## config.mk

```make
export PLATFORM = sky130hd
export DESIGN_NAME = bitstream_field_packer
export DESIGN_NICKNAME = d
export VERILOG_FILES = /design/src/sv/bfp_pkg.sv /design/src/sv/bfp_front.sv /design/src/sv/bfp_queue.sv /design/src/sv/bfp_back.sv /design/src/sv/bitstream_field_packer.sv
export SDC_FILE = /design/constraint.sdc
export NUM_CORES = 1
export LEC_CHECK = 0
export ABC_AREA = 0
export BUFFER_PORTS_ARGS = -buffer_cell sky130_fd_sc_hd__buf_2
export CORE_MARGIN = 2
export CORE_UTILIZATION = 40
export CTS_BUF_LIST = sky130_fd_sc_hd__clkbuf_4 sky130_fd_sc_hd__clkbuf_8
export CTS_CLUSTER_SIZE = 8
export DETAILED_ROUTE_END_ITERATION = 7
export HOLD_SLACK_MARGIN = 0.03
export PLACE_DENSITY = 0.55
export SYNTH_ARGS = -nofsm -noshare
export SYNTH_HDL_FRONTEND = slang
export SYNTH_SLANG_ARGS = --single-unit
```

## constraint.sdc

```tcl
create_clock -name clk -period 17.3 [get_ports clk]
set_input_delay 1.73 -clock clk [delete_from_list [all_inputs] [get_ports clk]]
set_output_delay 1.73 -clock clk [all_outputs]
set_load 0.005 [all_outputs]
```

## src/sv/bfp_pkg.sv

```systemverilog
// Shared types, command codes and helpers for the bitstream field packer.
// No dependencies; every other file refers to this package by scoped names.
`timescale 1ns / 1ps

package bfp_pkg;

    // Default buffer size limit in words
    localparam int unsigned MAX_WORDS = 32768;

    localparam int unsigned POS_W   = 21;
    localparam int unsigned INDEX_W = 15;
    localparam int unsigned QDEPTH  = 2;

    // Input command codes
    localparam logic [2:0] CMD_UNSIGNED = 3'd0;
    localparam logic [2:0] CMD_SIGNED   = 3'd1;
    localparam logic [2:0] CMD_VARINT   = 3'd2;
    localparam logic [2:0] CMD_FLUSH    = 3'd3;
    localparam logic [2:0] CMD_RESTART  = 3'd4;

    // Decoded operations handed from the front to the back
    localparam logic [1:0] OP_NOP     = 2'd0;
    localparam logic [1:0] OP_WRITE   = 2'd1;
    localparam logic [1:0] OP_FLUSH   = 2'd2;
    localparam logic [1:0] OP_RESTART = 2'd3;

    // Configuration register index
    localparam logic REG_CAPACITY = 1'b0;

    // Varint prefixes
    localparam logic [1:0] VPFX_4  = 2'd0;
    localparam logic [1:0] VPFX_8  = 2'd1;
    localparam logic [1:0] VPFX_12 = 2'd2;
    localparam logic [1:0] VPFX_32 = 2'd3;

    // A write is one field of up to 34 bits whose first piece is the low
    // first_count bits; the remainder is only written when all of it fits.
    typedef struct packed {
        logic [1:0]  op;
        logic [31:0] first_bits;
        logic [5:0]  first_count;
        logic [33:0] all_bits;
        logic [5:0]  all_count;
    } item_t;

    function automatic logic [31:0] low_mask(input logic [5:0] n);
        logic [31:0] m;
        if (n >= 6'd32)
        begin
            m = '1;
        end
        else
        begin
            m = (32'd1 << n) - 32'd1;
        end
        return m;
    endfunction

endpackage

```

## src/sv/bfp_front.sv

```systemverilog
// Front end: accepts input transfers and decodes each command into one item.
// Depends on bfp_pkg.
`timescale 1ns / 1ps

module bfp_front (
    input  logic            in_valid,
    output logic            in_stall,
    input  logic [2:0]      command,
    input  logic [31:0]     value,
    input  logic [5:0]      bit_count,
    input  logic            q_full,
    output logic            q_push,
    output bfp_pkg::item_t  q_item
);

    logic [5:0]  n_sat;
    logic [5:0]  n_less;
    logic [31:0] masked;
    logic [31:0] masked_less;
    logic [5:0]  vk;
    logic [1:0]  vpfx;

    assign in_stall = q_full;
    assign q_push   = in_valid && !q_full;

    always_comb
    begin
        n_sat       = (bit_count > 6'd32) ? 6'd32 : bit_count;
        n_less      = (n_sat == 6'd0) ? 6'd0 : n_sat - 6'd1;
        masked      = value & bfp_pkg::low_mask(n_sat);
        masked_less = value & bfp_pkg::low_mask(n_less);

        // pick the smallest varint width that holds the value
        if (value <= 32'hf)
        begin
            vk   = 6'd4;
            vpfx = bfp_pkg::VPFX_4;
        end
        else if (value <= 32'hff)
        begin
            vk   = 6'd8;
            vpfx = bfp_pkg::VPFX_8;
        end
        else if (value <= 32'hfff)
        begin
            vk   = 6'd12;
            vpfx = bfp_pkg::VPFX_12;
        end
        else
        begin
            vk   = 6'd32;
            vpfx = bfp_pkg::VPFX_32;
        end

        q_item             = '0;
        q_item.op          = bfp_pkg::OP_NOP;
        unique case (command)
            bfp_pkg::CMD_UNSIGNED:
            begin
                q_item.op          = bfp_pkg::OP_WRITE;
                q_item.first_bits  = masked;
                q_item.first_count = n_sat;
                q_item.all_bits    = {2'b00, masked};
                q_item.all_count   = n_sat;
            end
            bfp_pkg::CMD_SIGNED:
            begin
                // low n-1 bits, then the sign bit on top
                q_item.op          = bfp_pkg::OP_WRITE;
                q_item.first_bits  = masked_less;
                q_item.first_count = n_less;
                q_item.all_bits    = (n_sat == 6'd0) ? 34'd0 :
                                     ({2'b00, masked_less} | ({33'd0, value[31]} << n_less));
                q_item.all_count   = n_sat;
            end
            bfp_pkg::CMD_VARINT:
            begin
                q_item.op          = bfp_pkg::OP_WRITE;
                q_item.first_bits  = {30'd0, vpfx};
                q_item.first_count = 6'd2;
                q_item.all_bits    = {value & bfp_pkg::low_mask(vk), vpfx};
                q_item.all_count   = vk + 6'd2;
            end
            bfp_pkg::CMD_FLUSH:
            begin
                q_item.op = bfp_pkg::OP_FLUSH;
            end
            bfp_pkg::CMD_RESTART:
            begin
                q_item.op = bfp_pkg::OP_RESTART;
            end
            default:
            begin
                q_item.op = bfp_pkg::OP_NOP;
            end
        endcase
    end

endmodule

```

## src/sv/bfp_queue.sv

```systemverilog
// Two-entry queue of decoded items between the front and back ends.
// Depends on bfp_pkg.
`timescale 1ns / 1ps

module bfp_queue (
    input  logic            clk,
    input  logic            rst_n,
    input  logic            push,
    input  bfp_pkg::item_t  push_item,
    output logic            full,
    input  logic            pop,
    output logic            head_valid,
    output bfp_pkg::item_t  head_item
);

    localparam int unsigned CNT_W = $clog2(bfp_pkg::QDEPTH + 1);
    localparam int unsigned PTR_W = $clog2(bfp_pkg::QDEPTH);

    bfp_pkg::item_t entry_reg [bfp_pkg::QDEPTH];
    logic [PTR_W-1:0] wr_ptr_reg, wr_ptr_next;
    logic [PTR_W-1:0] rd_ptr_reg, rd_ptr_next;
    logic [CNT_W-1:0] count_reg, count_next;

    assign full       = (count_reg == CNT_W'(bfp_pkg::QDEPTH));
    assign head_valid = (count_reg != '0);
    assign head_item  = entry_reg[rd_ptr_reg];

    always_comb
    begin
        wr_ptr_next = wr_ptr_reg;
        rd_ptr_next = rd_ptr_reg;
        count_next  = count_reg;
        if (push)
        begin
            wr_ptr_next = (wr_ptr_reg == PTR_W'(bfp_pkg::QDEPTH - 1)) ? '0 : wr_ptr_reg + 1'b1;
        end
        if (pop)
        begin
            rd_ptr_next = (rd_ptr_reg == PTR_W'(bfp_pkg::QDEPTH - 1)) ? '0 : rd_ptr_reg + 1'b1;
        end
        if (push && !pop)
        begin
            count_next = count_reg + 1'b1;
        end
        else if (pop && !push)
        begin
            count_next = count_reg - 1'b1;
        end
    end

    always_ff @(posedge clk or negedge rst_n)
    begin
        if (!rst_n)
        begin
            wr_ptr_reg <= '0;
            rd_ptr_reg <= '0;
            count_reg  <= '0;
        end
        else
        begin
            wr_ptr_reg <= wr_ptr_next;
            rd_ptr_reg <= rd_ptr_next;
            count_reg  <= count_next;
        end
    end

    always_ff @(posedge clk)
    begin
        if (push)
        begin
            entry_reg[wr_ptr_reg] <= push_item;
        end
    end

endmodule

```

## src/sv/bfp_back.sv

```systemverilog
// Back end: merges decoded items into the pending word, tracks position and
// overflow, and holds the result in an output register. Depends on bfp_pkg.
`timescale 1ns / 1ps

module bfp_back #(
    parameter int unsigned MAX_WORDS = bfp_pkg::MAX_WORDS
) (
    input  logic                        clk,
    input  logic                        rst_n,
    input  logic [bfp_pkg::POS_W-1:0]   capacity,
    input  logic                        head_valid,
    input  bfp_pkg::item_t              head_item,
    output logic                        pop,
    output logic                        out_valid,
    input  logic                        out_stall,
    output logic [1:0]                  word_count,
    output logic [31:0]                 first_word,
    output logic [31:0]                 second_word,
    output logic [bfp_pkg::INDEX_W-1:0] first_word_index,
    output logic [bfp_pkg::POS_W-1:0]   bit_position,
    output logic                        overflowed
);

    localparam int unsigned POS_W = bfp_pkg::POS_W;
    localparam logic [31:0] LIMIT = 32'(MAX_WORDS) * 32'd32;

    logic [31:0]      pend_reg, pend_next;
    logic [POS_W-1:0] pos_reg, pos_next;
    logic             ovf_reg, ovf_next;

    logic                        out_valid_reg, out_valid_next;
    logic [1:0]                  word_count_reg, word_count_next;
    logic [31:0]                 first_word_reg, first_word_next;
    logic [31:0]                 second_word_reg, second_word_next;
    logic [bfp_pkg::INDEX_W-1:0] index_reg, index_next;

    logic [POS_W-1:0] cap_eff;
    logic [POS_W:0]   sum_first;
    logic [POS_W:0]   sum_all;
    logic             fit_first;
    logic             fit_all;
    logic [5:0]       wr_count;
    logic [33:0]      wr_bits;
    logic [4:0]       sh;
    logic [95:0]      merged;
    logic [6:0]       end_bit;
    logic [1:0]       cnt;
    logic [31:0]      pend_wr;
    logic [POS_W-1:0] pos_wr;

    assign pop = head_valid && (!out_valid_reg || !out_stall);

    always_comb
    begin
        cap_eff   = ({{(32 - POS_W){1'b0}}, capacity} < LIMIT) ? capacity : LIMIT[POS_W-1:0];
        sum_first = {1'b0, pos_reg} + {{(POS_W - 5){1'b0}}, head_item.first_count};
        sum_all   = {1'b0, pos_reg} + {{(POS_W - 5){1'b0}}, head_item.all_count};
        fit_first = (head_item.first_count == 6'd0) || (sum_first <= {1'b0, cap_eff});
        fit_all   = (head_item.all_count == 6'd0) || (sum_all <= {1'b0, cap_eff});

        // write the whole field, only its first piece, or nothing
        if (fit_all)
        begin
            wr_count = head_item.all_count;
            wr_bits  = head_item.all_bits;
        end
        else if (fit_first)
        begin
            wr_count = head_item.first_count;
            wr_bits  = {2'b00, head_item.first_bits};
        end
        else
        begin
            wr_count = 6'd0;
            wr_bits  = 34'd0;
        end

        sh      = pos_reg[4:0];
        merged  = {64'd0, pend_reg} | ({62'd0, wr_bits} << sh);
        end_bit = {2'b00, sh} + {1'b0, wr_count};
        cnt     = end_bit[6:5];
        case (cnt)
            2'd0:    pend_wr = merged[31:0];
            2'd1:    pend_wr = merged[63:32];
            default: pend_wr = merged[95:64];
        endcase
        pos_wr = pos_reg + {{(POS_W - 6){1'b0}}, wr_count};

        pend_next        = pend_reg;
        pos_next         = pos_reg;
        ovf_next         = ovf_reg;
        word_count_next  = 2'd0;
        first_word_next  = 32'd0;
        second_word_next = 32'd0;
        index_next       = '0;

        unique case (head_item.op)
            bfp_pkg::OP_WRITE:
            begin
                word_count_next  = cnt;
                first_word_next  = (cnt != 2'd0) ? merged[31:0] : 32'd0;
                second_word_next = (cnt == 2'd2) ? merged[63:32] : 32'd0;
                index_next       = (cnt != 2'd0) ? pos_reg[bfp_pkg::INDEX_W+4:5] : '0;
                if (fit_all)
                begin
                    pend_next = pend_wr;
                    pos_next  = pos_wr;
                end
                else
                begin
                    // clamp to capacity; keep the word only if its index holds
                    ovf_next  = 1'b1;
                    pos_next  = cap_eff;
                    pend_next = (cap_eff[POS_W-1:5] == pos_wr[POS_W-1:5]) ? pend_wr : 32'd0;
                end
            end
            bfp_pkg::OP_FLUSH:
            begin
                if (pos_reg[4:0] != 5'd0)
                begin
                    word_count_next = 2'd1;
                    first_word_next = pend_reg;
                    index_next      = pos_reg[bfp_pkg::INDEX_W+4:5];
                end
            end
            bfp_pkg::OP_RESTART:
            begin
                pend_next = 32'd0;
                pos_next  = '0;
                ovf_next  = 1'b0;
            end
            default:
            begin
                pend_next = pend_reg;
            end
        endcase

        out_valid_next = pop ? 1'b1 : (out_valid_reg && out_stall);
    end

    always_ff @(posedge clk or negedge rst_n)
    begin
        if (!rst_n)
        begin
            pend_reg      <= 32'd0;
            pos_reg       <= '0;
            ovf_reg       <= 1'b0;
            out_valid_reg <= 1'b0;
        end
        else
        begin
            out_valid_reg <= out_valid_next;
            if (pop)
            begin
                pend_reg <= pend_next;
                pos_reg  <= pos_next;
                ovf_reg  <= ovf_next;
            end
        end
    end

    // result payload; hold while stalled
    always_ff @(posedge clk)
    begin
        if (pop)
        begin
            word_count_reg  <= word_count_next;
            first_word_reg  <= first_word_next;
            second_word_reg <= second_word_next;
            index_reg       <= index_next;
        end
    end

    assign out_valid        = out_valid_reg;
    assign word_count       = word_count_reg;
    assign first_word       = first_word_reg;
    assign second_word      = second_word_reg;
    assign first_word_index = index_reg;
    assign bit_position     = pos_reg;
    assign overflowed       = ovf_reg;

    a_restart_clears: assert property (@(posedge clk) disable iff (!rst_n)
        pop && head_item.op == bfp_pkg::OP_RESTART |=> pos_reg == '0 && !ovf_reg)
        else $error("restart did not clear position and overflow");

    a_ovf_from_write: assert property (@(posedge clk) disable iff (!rst_n)
        $rose(ovf_reg) |-> $past(pop && head_item.op == bfp_pkg::OP_WRITE))
        else $error("overflow set by something other than a write");

    a_flush_keeps_state: assert property (@(posedge clk) disable iff (!rst_n)
        pop && head_item.op == bfp_pkg::OP_FLUSH
        |=> pos_reg == $past(pos_reg) && pend_reg == $past(pend_reg))
        else $error("flush changed the packer state");

    a_empty_result_zero: assert property (@(posedge clk) disable iff (!rst_n)
        out_valid_reg && word_count_reg == 2'd0
        |-> first_word_reg == 32'd0 && second_word_reg == 32'd0 && index_reg == '0)
        else $error("result with no words carries word data");

endmodule

```

## src/sv/bitstream_field_packer.sv

```systemverilog
// Top level of the bitstream field packer: APB capacity register and the
// front end, item queue and back end. Depends on bfp_pkg, bfp_front,
// bfp_queue and bfp_back.
//
// Usage:
//   Input channel (in_valid / in_stall) takes one command per transfer:
//   unsigned, signed or varint field writes, flush or restart. Output channel
//   (out_valid / out_stall) returns exactly one result per command: up to two
//   completed 32-bit words with the index of the first, the bit position and
//   the sticky overflow flag after the command.
//   Each command is written into the queue, and its result is registered in
//   the output register. Throughput is one command per cycle while the
//   output is not stalled; the back end merges a whole field (up to 34 bits
//   including a varint prefix) into the pending word combinationally.
//   A two-entry queue sits between decode and merge, so a stalled output
//   holds its result while the queue fills; in_stall rises once the queue is
//   full. Reset clears the pending word, position, overflow flag, queue and
//   capacity (capacity zero makes every non-empty write overflow). Write the
//   capacity register at byte address 0 only while no command is in flight.
`timescale 1ns / 1ps

module bitstream_field_packer #(
    parameter int unsigned MAX_WORDS = bfp_pkg::MAX_WORDS
) (
    input  logic                        clk,
    input  logic                        rst_n,
    input  logic                        psel,
    input  logic                        penable,
    input  logic                        pwrite,
    input  logic [2:0]                  paddr,
    input  logic [31:0]                 pwdata,
    output logic [31:0]                 prdata,
    output logic                        pready,
    input  logic                        in_valid,
    output logic                        in_stall,
    input  logic [2:0]                  command,
    input  logic [31:0]                 value,
    input  logic [5:0]                  bit_count,
    output logic                        out_valid,
    input  logic                        out_stall,
    output logic [1:0]                  word_count,
    output logic [31:0]                 first_word,
    output logic [31:0]                 second_word,
    output logic [bfp_pkg::INDEX_W-1:0] first_word_index,
    output logic [bfp_pkg::POS_W-1:0]   bit_position,
    output logic                        overflowed
);

    localparam int unsigned POS_W = bfp_pkg::POS_W;

    logic [POS_W-1:0] capacity_reg, capacity_next;
    logic             cfg_write;
    logic             q_push;
    logic             q_full;
    logic             q_pop;
    logic             q_head_valid;
    bfp_pkg::item_t   q_push_item;
    bfp_pkg::item_t   q_head_item;

    assign pready    = 1'b1;
    assign cfg_write = psel && penable && pwrite && pready;

    always_comb
    begin
        capacity_next = capacity_reg;
        if (cfg_write && paddr[2] == bfp_pkg::REG_CAPACITY)
        begin
            capacity_next = pwdata[POS_W-1:0];
        end
        prdata = (paddr[2] == bfp_pkg::REG_CAPACITY) ?
                 {{(32 - POS_W){1'b0}}, capacity_reg} : 32'd0;
    end

    always_ff @(posedge clk or negedge rst_n)
    begin
        if (!rst_n)
        begin
            capacity_reg <= '0;
        end
        else
        begin
            capacity_reg <= capacity_next;
        end
    end

    bfp_front u_front (
        .in_valid  (in_valid),
        .in_stall  (in_stall),
        .command   (command),
        .value     (value),
        .bit_count (bit_count),
        .q_full    (q_full),
        .q_push    (q_push),
        .q_item    (q_push_item)
    );

    bfp_queue u_queue (
        .clk        (clk),
        .rst_n      (rst_n),
        .push       (q_push),
        .push_item  (q_push_item),
        .full       (q_full),
        .pop        (q_pop),
        .head_valid (q_head_valid),
        .head_item  (q_head_item)
    );

    bfp_back #(
        .MAX_WORDS (MAX_WORDS)
    ) u_back (
        .clk              (clk),
        .rst_n            (rst_n),
        .capacity         (capacity_reg),
        .head_valid       (q_head_valid),
        .head_item        (q_head_item),
        .pop              (q_pop),
        .out_valid        (out_valid),
        .out_stall        (out_stall),
        .word_count       (word_count),
        .first_word       (first_word),
        .second_word      (second_word),
        .first_word_index (first_word_index),
        .bit_position     (bit_position),
        .overflowed       (overflowed)
    );

endmodule
```

==> out/qor.csv, run 1 <==
stage;metric;value;unit
critical_path;worstPathMaxFanout;49;
sta;timing_worst_slew_pin_value;1.19;ns
detailed_routing;drc;0;
job;max_cap_violations;0;
global_route;vias_in_the_first_global_route;21500;
critical_path;slowest_delay;0.88;ns
min_path;worst_hold_startpoint;u_back.pend_reg[26];
power_and_ir_drop;power_frac_seq;0.243;
clock_network;count_of_instances_resized_after_the_clock_tree_is_built;0;
critical_path;worst_r2r_end;u_back.pend_reg[3];
clock_network;number_of_buffers_inserted_to_repair_setup_after_cts;0;
sta;timing.max_slew.rel_slack;0.202;
global_route;grt_overflow;0;
global_route;antenna_found_initial;1;
sta;period_minus_slack;10.67;ns
die;design.portCount;221;
layout;fin_util;0.449;
layout;top_library_cells_by_usage_in_the_layout_fill_and_taps_aside;nor2_1, nand2_1, edfxtp_1;
critical_path;critPathRequiredTime;17.89;ns
logic_synthesis;cells_after_synthesis;2610;
critical_path;cp_slowest_cell;dfrtp_4;
power_and_ir_drop;power.switching_fraction;0.499;
power_and_ir_drop;power.net_switching;2.59;mW
layout;syn2layout_area_growth;10.6;%
detailed_routing;final_routed_wirelength_across_all_metal_layers;91900;um
detailed_routing;detail_route.vias_per_cell;6.29;
sta;max_slew_violation_total_from_the_final_report;0;
die;chipWidth;249;um
power_and_ir_drop;share_clk_of_total_power;0.127;
die;die_height;249;um
layout;most_common_cell_after_layout_fill_and_taps_aside;nor2_1;
min_path;min_path_cells;2;
logic_synthesis;synth_flop_cell;edfxtp_1;
detailed_routing;wire_per_inst;26.0;um
logic_synthesis;syn-cell-area;24100;um^2
logic_synthesis;seq_area_frac_synth;0.384;
sta;rsz_0062_raised_after_global_routing;false;
power_and_ir_drop;combinational_power_share;0.630;
global_route;grt_max_degree;84;
critical_path;cp-end-kind;register;
power_and_ir_drop;p_int;2.60;mW
sta;fin_tns_setup;0;ns
detailed_routing;ant_nets;0;
detailed_routing;drt_first_iter_violations;2325;
clock_network;clock_tree_from_tritoncts;yes;
outcome;outcome;finished clean;
clock_network;clkLatencyLatePin;0.66;ns
critical_path;start_kind;register;
logic_synthesis;synth.lib_cells_used.distinct;112;
place;detailed_place_hpwl;69500;um
die;core_area;59200;um^2
critical_path;cp.arrival;11.27;ns
critical_path;regToRegStartpoint;u_queue.rd_ptr_reg;
logic_synthesis;syn_area_per_cell;9.22;um^2
layout;layout.cell_area.non_filler;26600;um^2
place;number_of_buffers_inserted_by_port_buffering;195;
sta;timing.fmax;93.7;MHz
layout;post_route_cells_drive_above_1_share;0.178;
global_route;global_route_wire_length_before_repair;138000;um
clock_network;clk_pin_slew_worst_paths;0.06;ns
layout;largest_register_ffs;160;
place;post_dp_cell_area;25600;um^2
logic_synthesis;yosysWarningCount;0;
detailed_routing;drt_pass1_iterations;5;
logic_synthesis;synth_async_sr_flop_share;0.249;
clock_network;clock_sinks;321;
sta;finalCritPeriodShare;0.617;
critical_path;worstSetupPathType;reg -> reg;
clock_network;root_buf_cell;clkbuf_8;
power_and_ir_drop;irDropWorstVdd;0.0888;mV
place;place_congestion;0.974;
die;floorplan.die_area;62100;um^2
clock_network;max-clock-path-buffers;3;
sta;skew;0.0344;ns
power_and_ir_drop;static-leakage-power;10.4;nW
global_route;gr-usage-all-layers;0.289;
die;initial_core_utilization;0.406;
sta;finalSetupViolCount;0;
logic_synthesis;yosys_register_bits;321;
critical_path;ff2ff_setup_slack;6.63;ns
die;row_count;89;
critical_path;r2r.worst_path.cells;33;
logic_synthesis;synth-edff-count;241;
clock_network;number_of_buffers_inserted_by_hold_repair_at_cts;0;
min_path;worstHoldEndpoint;u_back.pend_reg[26];
clock_network;cts_buffers;52;
sta;final_hold_viol_count;0;
power_and_ir_drop;power_density_of_the_placed_cells;195;nW/um^2
clock_network;ctsHtreeMaxLevel;2;
layout;design.final.nets;2886;
min_path;hold_path.class;reg -> reg;
detailed_routing;route.vias.total;22300;
-- cell usage after synthesis, drive strengths merged (16+ instances only) --
library cell,instances,area [um^2]
nor2,282,1060
nand2,257,967
edfxtp,241,7240
o21ai,173,870
a21oi,119,607
nand3,108,541
clkbuf,104,392
buf,80,440
dfrtp,80,2000
ha,72,901
nor3,69,362
mux2,65,732
mux2i,62,624
inv,60,225
xnor2,57,499
a31oi,48,300
and2,46,288
mux4,43,968
nor2b,43,269
a211oi,39,303
o211ai,37,288
o22ai,35,231
and3,34,213
nor4,32,228
xor2,30,263
nand2b,29,184
nand4,28,181
a22oi,26,195
a21o,25,188
or3,20,130
a221o,18,180
o21a,18,135
or2,18,113
o221ai,16,146
-- worst max-delay path: cells and delay by family (launching register included) --
family	cells	cell delay [ns]
AO/OA/AOI/OAI	12	3.99
XOR/XNOR	2	0.30
buffers and inverters	2	0.32
AND/OR/NAND/NOR	12	3.36
multiplexers	1	0.44
adder cells (fa/ha/maj)	4	1.27
flip-flops	1	0.88
-- layout make-up --
cell class	count	area, um^2
diodes	1	2.50
fillers	5790	32600
clock buffers	78	917
flip-flops and latches	321	9250
multi-input cells	2055	13800
repair buffers	237	1290
inverters	61	230
well taps	773	967
clock inverters	16	110
-- kinds of logic (layout without fill, tap and decap cells) --
family | count (synthesis) | in the layout | synth area share
DFF | 321 | 321 | 0.384
AOI/OAI and AO/OA | 711 | 711 | 0.202
buffers and inverters | 245 | 392 | 0.0441
other | 2 | 14 | 0.000312
adders and majority gates | 75 | 75 | 0.0400
xor gates and xnor gates | 88 | 88 | 0.0326
muxes | 170 | 170 | 0.0967
and+or+nand+nor | 998 | 998 | 0.200
-- per-layer routing --
metal,global-route usage,up-vias,share of wire
met2,0.472,1001,0.47
li1,-,10100,-
met3,0.0382,232,0.060
met4,0.140,0,0.051
met1,0.380,11000,0.42
met5,0,-,0
-- per-stage QoR --
step                      power (mW)  std cells  worst slack, ns  hold slack (ns)
after global routing            5.51       3542             5.91            0.520
after detailed placement        4.47       3447             6.75            0.479
after floorplan                 3.43       2621             8.03            0.449
after global placement          4.43       3447             6.71            0.468
final                           5.19       3542             6.63            0.499
after CTS                       5.15       3541             6.68            0.498
-- power groups by stage --
stage | Sequential [mW] | Clock (mW) | Combinational, mW
2_1_floorplan | 1.21 | 0 | 2.22
3_3_place_gp | 1.27 | 0 | 3.16
3_5_place_dp | 1.28 | 0 | 3.20
4_1_cts | 1.26 | 0.677 | 3.21
5_1_grt | 1.29 | 0.712 | 3.51
6_report | 1.26 | 0.658 | 3.27
-- how the worst max path moves through the flow --
stage | startpoint | end | slack [ns] | cells past startpoint
after detailed placement | u_queue.rd_ptr_reg | u_back.pend_reg[3] | 6.75 | 33
after floorplan | u_queue.rd_ptr_reg | u_back.pend_reg[24] | 8.03 | 43
after global placement | u_queue.rd_ptr_reg | u_back.pend_reg[3] | 6.71 | 33
final | u_queue.rd_ptr_reg | u_back.pend_reg[3] | 6.63 | 33
after global routing | u_queue.rd_ptr_reg | u_back.pend_reg[1] | 5.91 | 35
after CTS | u_queue.rd_ptr_reg | u_back.pend_reg[3] | 6.68 | 33
Power figures use the tool's default switching activity.
==> run 2, diff against run 1 <==
--- a/config.mk
+++ b/config.mk
@@ -13,7 +13,7 @@
 export CTS_CLUSTER_SIZE = 8
 export DETAILED_ROUTE_END_ITERATION = 7
 export HOLD_SLACK_MARGIN = 0.03
-export PLACE_DENSITY = 0.55
+export PLACE_DENSITY = 0.58
 export SYNTH_ARGS = -nofsm -noshare
 export SYNTH_HDL_FRONTEND = slang
 export SYNTH_SLANG_ARGS = --single-unit
==> constraint.sdc (replaced) <==
create_clock -name clk -period 8.7 [get_ports clk]
set_input_delay 0.87 -clock clk [delete_from_list [all_inputs] [get_ports clk]]
set_output_delay 0.87 -clock clk [all_outputs]
set_load 0.005 [all_outputs]
==> run 2 against run 1 <==
  * Sequential power up 94%
  * Fmax up 30%
  * Power up 100%
  * Via count up 0.47%
  * Non-clock buffer count up 40
  * Design area up 1.3%
  * First-iteration DRC count down 0.43%
  * Routed wire length down 2.6%
  * Clock power up 87%
  * Largest cell class unchanged
  * Largest power group unchanged
==> out/qor.csv, run 2 (synthesized netlist as in run 1, its figures left out) <==
stage;metric;value;unit;change
clock_network;ctsHtreeMaxLevel;2;;unchanged
layout;design.final.nets;2925;;+1.4%
clock_network;cts_buffers;51;;-1.9%
sta;timing_worst_slew_pin_value;1.16;ns;-0.0353 ns
critical_path;cp_common_cell;buf_4;;
sta;period_minus_slack;8.18;ns;-2.49 ns
layout;largest_register_ffs;160;;unchanged
global_route;antenna_found_initial;1;;unchanged
die;core_area;59200;um^2;unchanged
layout;finalNonFillerCells;3572;;+0.85%
critical_path;worstPathMaxFanout;14;;-71%
critical_path;worst_r2r_end;u_back.pend_reg[4];;
die;die_height;249;um;unchanged
place;dp_slack;0.233;ns;-6.52 ns
clock_network;max-clock-path-buffers;3;;unchanged
detailed_routing;drt_first_iter_violations;2315;;-0.43%
critical_path;slowest_delay;0.56;ns;-0.32 ns
layout;syn2layout_area_growth;12.0;%;
power_and_ir_drop;power_density_of_the_placed_cells;387;nW/um^2;+98%
clock_network;root_buf_cell;clkbuf_8;;
detailed_routing;drc;0;;unchanged
layout;layout.cell_area.non_filler;26900;um^2;+1.3%
power_and_ir_drop;power.switching_fraction;0.492;;-0.00685
detailed_routing;wire_per_inst;25.1;um;-3.4%
outcome;outcome;finished clean;;
detailed_routing;detail_route.vias_per_cell;6.27;;-0.37%
power_and_ir_drop;static-leakage-power;10.5;nW;+1.6%
sta;timing.max_slew.rel_slack;0.224;;+0.0213
die;row_count;89;;unchanged
critical_path;cp-end-kind;register;;
global_route;grt_max_degree;83;;-1.2%
critical_path;r2r.worst_path.cells;37;;+12%
job;max_cap_violations;0;;unchanged
place;detailed_place_hpwl;68200;um;-1.8%
global_route;vias_in_the_first_global_route;21500;;-0.13%
clock_network;clock_sinks;321;;unchanged
critical_path;worstSetupPathType;reg -> reg;;
place;place_congestion;0.985;;+1.1%
detailed_routing;route.vias.total;22400;;+0.47%
layout;post_route_cells_drive_above_1_share;0.192;;+0.0135
power_and_ir_drop;p_int;5.30;mW;+100%
clock_network;clkLatencyLatePin;0.62;ns;-0.04 ns
power_and_ir_drop;irDropWorstVdd;0.183;mV;+110%
detailed_routing;ant_nets;0;;unchanged
layout;fin_util;0.455;;+0.00564
power_and_ir_drop;combinational_power_share;0.647;;+0.017
detailed_routing;drt_pass1_iterations;6;;+1
min_path;hold_path.class;in -> async;;
die;design.portCount;221;;unchanged
sta;worst_case_hold_slack;0.165;ns;-0.334 ns
critical_path;regToRegStartpoint;u_queue.rd_ptr_reg;;
critical_path;start_kind;register;;
sta;final_hold_viol_count;0;;unchanged
die;initial_core_utilization;0.406;;unchanged
place;post_dp_cell_area;25900;um^2;+1.2%
power_and_ir_drop;power_frac_seq;0.235;;-0.008
clock_network;clock_tree_from_tritoncts;yes;;
critical_path;critPathRequiredTime;9.25;ns;-8.64 ns
die;floorplan.die_area;62100;um^2;unchanged
critical_path;cp.arrival;8.73;ns;-2.54 ns
critical_path;cp_slowest_cell;dfrtp_4;;
power_and_ir_drop;share_clk_of_total_power;0.118;;-0.009
global_route;gr-usage-all-layers;0.281;;-0.00812
sta;skew;0.0284;ns;-0.00606 ns
layout;top_library_cells_by_usage_in_the_layout_fill_and_taps_aside;nor2_1, nand2_1, edfxtp_1;;
sta;postLayoutSetupSlackWorst;0.521;ns;-6.11 ns
detailed_routing;final_routed_wirelength_across_all_metal_layers;89500;um;-2.6%
global_route;grt_overflow;0;;unchanged
critical_path;ff2ff_setup_slack;0.52;ns;-6.11 ns
power_and_ir_drop;power.net_switching;5.13;mW;+98%
layout;most_common_cell_after_layout_fill_and_taps_aside;nor2_1;;
die;chipWidth;249;um;unchanged
clock_network;clk_pin_slew_worst_paths;0.06;ns;about the same
sta;finalCritPeriodShare;0.940;;+0.323
place;post-place-cells;3484;;+1.1%
place;number_of_buffers_inserted_by_port_buffering;195;;unchanged
sta;timing.fmax;122;MHz;+30%
global_route;global_route_wire_length_before_repair;135000;um;-1.9%
sta;max_slew_violation_total_from_the_final_report;0;;unchanged
sta;finalSetupViolCount;0;;unchanged
-- run 2: power by group through the flow --
| stage | combinational, mW | sequential, mW | clock (mW) |
|---|---|---|---|
| 2_1_floorplan | 4.43 | 2.40 | 0 |
| 3_3_place_gp | 6.44 | 2.46 | 0 |
| 3_5_place_dp | 6.50 | 2.48 | 0 |
| 4_1_cts | 6.53 | 2.45 | 1.27 |
| 5_1_grt | 7.24 | 2.50 | 1.34 |
| 6_report | 6.74 | 2.45 | 1.23 |
-- run 2: metrics by stage --
step | setup TNS (ns) | total power, mW
after CTS | 0 | 10.3
after global routing | -0.205 | 11.1
after floorplan | 0 | 6.83
after detailed placement | 0 | 8.98
after global placement | 0 | 8.90
final | 0 | 10.4
-- run 2: cell type report --
| class | instances | area (um^2) |
|---|---|---|
| Antenna cell | 1 | 2.50 |
| Clock buffer | 71 | 865 |
| Clock inverter | 13 | 82.6 |
| Fill cell | 5823 | 32300 |
| Inverter | 61 | 230 |
| Multi-Input combinational cell | 2055 | 13900 |
| Sequential cell | 321 | 9250 |
| Tap cell | 773 | 967 |
| Timing Repair Buffer | 277 | 1620 |
-- run 2: routing by layer --
metal / share of wire / GRT usage / vias to the layer above
met5: 0 / 0 / -
met4: 0.042 / 0.112 / 0
met3: 0.068 / 0.0399 / 211
met2: 0.47 / 0.464 / 1059
met1: 0.42 / 0.372 / 11000
li1: - / - / 10200
-- run 2: worst max-delay path by stage --
stage | from | end | slack (ns) | cells past startpoint
global placement | u_queue.rd_ptr_reg | u_back.pend_reg[25] | 0.33 | 35
detailed placement | u_queue.rd_ptr_reg | u_back.pend_reg[14] | 0.23 | 35
CTS | u_queue.rd_ptr_reg | u_back.pend_reg[4] | 0.17 | 36
finish | u_queue.rd_ptr_reg | u_back.pend_reg[4] | 0.52 | 37
global route | u_queue.rd_ptr_reg | u_back.pend_reg[25] | -0.04 | 38
floorplan | u_queue.rd_ptr_reg | u_back.pend_reg[24] | 0.06 | 44
-- run 2: worst max-delay path, delay by kind of cell (launching register included) --
kind,cells,cell delay (ns)
AOI/OAI and AO/OA,13,3.01
xor gates and xnor gates,1,0.13
adders and majority gates,4,1.02
buffers and inverters,7,1.03
DFF,1,0.56
muxes,1,0.46
and+or+nand+nor,11,1.89
-- run 2: what timing repair did --
| item | CTS | global route |
|---|---|---|
| hold buffers | 0 | 0 |
| endpoints found under the setup margin | 0 | 31 |
| gates resized for setup | 0 | 20 |
| setup buffers | 0 | 3 |
